===== config.mk =====
export PLATFORM = sky130hd
export DESIGN_NAME = he_front
export DESIGN_NICKNAME = d
export VERILOG_FILES = /design/src/sv/histogram_equalizer_defines.svh /design/src/sv/he_pkg.sv /design/src/sv/he_front.sv
export SDC_FILE = /design/constraint.sdc
export NUM_CORES = 1
export LEC_CHECK = 0
export BUFFER_PORTS_ARGS = -buffer_cell sky130_fd_sc_hd__buf_4
export CAP_MARGIN = 20
export CORE_UTILIZATION = 53
export DETAILED_ROUTE_END_ITERATION = 6
export HOLD_SLACK_MARGIN = 0.15
export PLACE_DENSITY = 0.78
export SETUP_SLACK_MARGIN = 0.1
export SLEW_MARGIN = 20
export SYNTH_ARGS = -nofsm -noshare
export SYNTH_HDL_FRONTEND = slang
export SYNTH_SLANG_ARGS = --single-unit
export TNS_END_PERCENT = 1

===== constraint.sdc =====
create_clock -name aclk -period 4.4 [get_ports aclk]
set_clock_uncertainty 0.05 [all_clocks]
set_input_delay 0.88 -clock aclk [delete_from_list [all_inputs] [get_ports aclk]]
set_output_delay 0.88 -clock aclk [all_outputs]
set_load 0.05 [all_outputs]

===== src/sv/histogram_equalizer_defines.svh =====
// Assertion macros used by the histogram equalizer engine (he_back).
`ifndef HISTOGRAM_EQUALIZER_DEFINES_SVH
`define HISTOGRAM_EQUALIZER_DEFINES_SVH
`ifndef ASSERT_OFF
// a implies b in the same cycle
`define HE_ASSERT_IMPLY(label, clk, rst_n, a, b) \
    label: assert property (@(posedge clk) disable iff (!rst_n) (a) |-> (b)) \
        else $error("assertion failed");
// a implies b in the next cycle
`define HE_ASSERT_NEXT(label, clk, rst_n, a, b) \
    label: assert property (@(posedge clk) disable iff (!rst_n) (a) |=> (b)) \
        else $error("assertion failed");
`else
`define HE_ASSERT_IMPLY(label, clk, rst_n, a, b)
`define HE_ASSERT_NEXT(label, clk, rst_n, a, b)
`endif
`endif


===== src/sv/he_pkg.sv =====
`timescale 1ns / 1ps
package he_pkg;
    localparam int GRAY_LEVELS = 256;
    localparam int COUNT_BITS  = 24;
    localparam int BIN_BITS    = $clog2(GRAY_LEVELS);
    localparam int CDF_BITS    = COUNT_BITS + BIN_BITS;
    localparam int NUM_BITS    = CDF_BITS + BIN_BITS;
    localparam int Q_BITS      = 8;
    localparam int QUEUE_DEPTH = 2;

    localparam logic [1:0] FUNC_CLEAR = 2'd0;
    localparam logic [1:0] FUNC_ACC   = 2'd1;
    localparam logic [1:0] FUNC_MAP   = 2'd2;

    typedef struct packed {
        logic [1:0] func;
        logic [7:0] pixel_in;
    } in_item_t;

    typedef struct packed {
        logic [7:0] pixel_out;
        logic       no_data;
    } out_item_t;

    typedef enum logic [1:0] {
        CMD_CLEAR,
        CMD_ACC,
        CMD_MAP
    } cmd_e_t;

    typedef struct packed {
        cmd_e_t     cmd;
        logic [7:0] pixel;
    } cmd_t;

    typedef struct packed {
        logic valid;
        cmd_t item;
    } queue_out_t;

    typedef enum logic [2:0] {
        ST_IDLE,
        ST_ACC_WR,
        ST_SUM,
        ST_PREP,
        ST_DIV,
        ST_RESULT
    } state_t;

    function automatic logic [COUNT_BITS-1:0] sat_inc(input logic [COUNT_BITS-1:0] v);
        logic [COUNT_BITS-1:0] r;
        r = (&v) ? v : v + 1'b1;
        return r;
    endfunction
endpackage


===== src/sv/he_front.sv =====
`timescale 1ns / 1ps
module he_front (
    input  logic                aclk,
    input  logic                aresetn,
    input  logic                s_valid,
    output logic                s_ready,
    input  he_pkg::in_item_t    s_data,
    output he_pkg::queue_out_t  q_out,
    input  logic                q_pop
);
    he_pkg::cmd_t mem_reg [he_pkg::QUEUE_DEPTH];
    logic         wr_ptr_reg, rd_ptr_reg;
    logic [1:0]   count_reg, count_next;
    logic         keep;
    logic         push;
    he_pkg::cmd_t cls;

    // classify: drop unused codes
    always_comb begin
        cls.pixel = s_data.pixel_in;
        cls.cmd   = he_pkg::CMD_CLEAR;
        keep      = 1'b1;
        unique case (s_data.func)
            he_pkg::FUNC_CLEAR: cls.cmd = he_pkg::CMD_CLEAR;
            he_pkg::FUNC_ACC: begin
                cls.cmd = he_pkg::CMD_ACC;
                keep    = (32'(s_data.pixel_in) < he_pkg::GRAY_LEVELS);
            end
            he_pkg::FUNC_MAP: cls.cmd = he_pkg::CMD_MAP;
            default: keep = 1'b0;
        endcase
    end

    assign s_ready     = (count_reg != 2'(he_pkg::QUEUE_DEPTH));
    assign push        = s_valid && s_ready && keep;
    assign q_out.valid = (count_reg != 2'd0);
    assign q_out.item  = mem_reg[rd_ptr_reg];

    always_comb begin
        count_next = count_reg;
        if (push && !(q_pop && q_out.valid)) begin
            count_next = count_reg + 2'd1;
        end else if (!push && q_pop && q_out.valid) begin
            count_next = count_reg - 2'd1;
        end
    end

    always_ff @(posedge aclk) begin
        if (!aresetn) begin
            wr_ptr_reg <= 1'b0;
            rd_ptr_reg <= 1'b0;
            count_reg  <= 2'd0;
        end else begin
            count_reg <= count_next;
            if (push) begin
                wr_ptr_reg <= ~wr_ptr_reg;
            end
            if (q_pop && q_out.valid) begin
                rd_ptr_reg <= ~rd_ptr_reg;
            end
        end
    end

    always_ff @(posedge aclk) begin
        if (push) begin
            mem_reg[wr_ptr_reg] <= cls;
        end
    end
endmodule


==> metrics.md <==
| Metric | Value |
|---|---|
| Post-CTS Repair Setup Buffers | `0` |
| Routed length on met3 | `65 um` |
| Design area | `1230 sq um` |
| Synthesized cell area | `982 sq um` |
| Sequential fraction of the synthesis area | `71.3%` |
| Highest layer used for signal routing | `met4` |
| Final number of setup-violating endpoints | `0` |
| Startpoint of the most critical hold path | `rd_ptr_reg$_SDFFE_PN0P_` |
| Part of the cycle the worst path needs | `55.4%` |
| Chip Width | `45.1 um` |
| CTS sink count | `25` |
| Final worst hold slack | `0.483 ns` |
| Post-synthesis sequential element count | `25` |
| Clock transition at path regs | `0.12 ns` |
| Placement row count | `15` |
| Fraction of post-synthesis cell area in the top cell type by area | `61.1%` |
| Leak pwr | `0.467 nW` |
| Placer congestion estimate | `0.763` |
| TritonCTS clock tree | `built` |
| Placed cell areas | `1200 sq um` |
| Post-route DRC | `0` |
| GR Util All Layers | `16.4%` |
| Total die area | `2030 sq um` |
| Power per Cell Area | `386 nW/um^2` |
| Initial drt markers | `6` |
| Number of buffers created by CTS | `3` |
| Length of routed wiring on met1 | `536 um` |
| Distinct cell type count of the synthesized netlist | `25` |
| Clock Power Share | `20.0%` |
| Number of enable-type register cells in the synthesized netlist | `20` |
| Worst r2r src | `count_reg[0]$_SDFFE_PN0P_` |
| Max reg flops | `20` |
| Min Tclk post-route | `2.44 ns` |
| Endpoint arrival time on the critical path | `1.51 ns` |
| Max-cap violation count | `0` |
| Antenna violations before repair | `0` |
| Number of global-route vias before repair | `561` |
| H-Tree Level Count | `1` |
| Final hold violation count | `0` |
| Setup CP Type | `reg -> out` |
| Avg WL per Cell | `13.0 um` |
| Pre-antenna DRT Iters | `3` |
| Congestion Overflow GR | `0` |
| Crit Path Max Fanout | `10` |
| Number of top-level pins | `26` |
| Commonest cells in the netlist | `20 x edfxtp_1, 10 x mux2_2, 5 x dfxtp_1, 2 x a21boi_0, 2 x nor2_1` |
| Design internal power | `0.000343 W` |
| Max_slew headroom | `59.3%` |
| Maximum ir drop on the vdd rail | `247 uV` |
| Layout Nets | `103` |
| Result of the run | `completed` |
| Core Area | `1730 sq um` |
| Number of hold-repair buffers added at the cts stage | `0` |
| Clock Root Buffer | `clkbuf_4` |
| Reg power frac | `58.6%` |
| Synth Warn # | `0` |
| First-pass GRT wire length | `2210 um` |
| # port buffers | `25` |
| Synth area leaders | `edfxtp_1 61%, mux2_2 11%, dfxtp_1 10%` |
| Fraction of layout instances using a drive strength above 1 | `47.7%` |
| Effective utilization at floorplan | `56.9%` |
| Maximum clock insertion buffer count | `2` |
| Worst-margin pin slew | `0.610 ns` |
| Gate count of the mapped netlist | `59` |
| Pin count of the biggest net entering global routing | `15` |
| Net count of the mapped netlist | `73` |
| Via total after detailed routing | `583` |
| Quantity of gates resized following cts | `0` |
| Vias per inst | `5.16` |
| Most frequent cell after synthesis | `edfxtp_1` |
| Clock latency on the worst-skew pair | `0.30 ns` |
| Post-DP HPWL | `1090 um` |
| Worst path required time | `3.47 ns` |
| Post-synthesis async set-or-reset flop share | `0%` |
| Switching Share | `27.8%` |
| Detailed-route wire length | `1470 um` |
| Post-Route Setup TNS | `0 ns` |
| Met2 WL post-DR | `838 um` |
| Achievable clock frequency | `410 MHz` |
| # diodes | `0` |
| Cell accounting for the most synthesized area | `edfxtp_1` |
| Die height | `45.1 um` |
| Number of placed instances, taps included | `109` |
| Relative area change from synthesis to final layout | `25.4%` |
| Top FF cell, synth | `edfxtp_1` |
| Category of the worst setup path capture point | `primary output` |
| Number of pins exceeding their max-slew limit in the final report | `0` |
| Post-DRT Antenna Nets | `0` |
| Average instance area after synthesis | `16.6 sq um` |
| Unrepaired setup endpoints after global routing | `no` |
| Startpoint type of the worst setup path | `register` |
| Final cell count without fillers | `113` |
| Kind of path behind the tightest hold check | `reg -> reg` |
| Combinational share of power | `21.4%` |
| NetSw | `0.000132 W` |
-- placed cells by master (no fill, tap or decap), drive strengths merged --
master,count
buf,26
mux2i,1
nor3b,1
clkbuf,3
o21ai,1
edfxtp,20
a21bo,1
nand3,1
o21a,1
a21boi,2
and3,1
or2,1
nor2b,1
dfxtp,5
xor2,1
o2111ai,1
nand4b,1
nor2,2
and2b,1
mux2,10
inv,1
nand2b,2
or4,1
o311ai,2
clkinv,1
-- area by class of cell --
class | count | area [sq um]
repair buffers | 26 | 195
fillers | 134 | 495
clock inverters | 1 | 5.00
flip-flops and latches | 25 | 701
inverters | 1 | 3.75
well taps | 25 | 31.3
multi-input cells | 32 | 273
clock buffers | 3 | 22.5
-- cells by family (layout without fill, tap and decap cells) --
kind of cell	count (synthesis)	after routing	share of synthesized area (%)
AOI/OAI and AO/OA	8	8	6.50
xor gates and xnor gates	1	1	0.892
buffers and inverters	2	31	0.891
DFF	25	25	71.3
muxes	11	11	12.5
and+or+nand+nor	12	12	7.90
-- worst max-delay path, stage by stage, from the launching register on --
cell and delay (ns):
dfxtp_1 0.61, mux2_2 0.40, buf_4 0.19
-- path summary, 6_finish.rpt --
| kind | endpoint | slack (ns) | depth (start not counted) |
|---|---|---|---|
| max reg2reg | mem_reg[0][6]$_DFFE_PP_ | 2.61 | 3 |
| max | q_out[9] | 1.96 | 2 |
| min | register | 0.48 | 2 |
| min reg2reg | register | 0.48 | 2 |
-- routing by layer --
metal	up-vias	GRT usage, %
li1	288	-
met1	275	14.0
met2	16	32.8
met3	4	4.40
met4	0	9.09
met5	-	0
-- power by group through the flow --
stage               Sequential [W]  Combinational (W)   Clock, W
global placement          0.000284           0.000101          0
floorplan                 0.000279          0.0000723          0
CTS                       0.000279           0.000102  0.0000987
finish                    0.000278           0.000102  0.0000951
global route              0.000280           0.000107   0.000109
detailed placement        0.000284           0.000102          0
-- metrics by stage --
stage / power, W / setup WS [ns] / util (%)
finish: 0.000475 / 1.96 / 71.3
CTS: 0.000480 / 1.93 / 71.3
detailed placement: 0.000386 / 2.04 / 69.7
global route: 0.000496 / 1.86 / 71.3
floorplan: 0.000351 / 1.99 / -
global placement: 0.000384 / 2.06 / 69.7
Note: power is estimated with default switching activity, not from simulation.
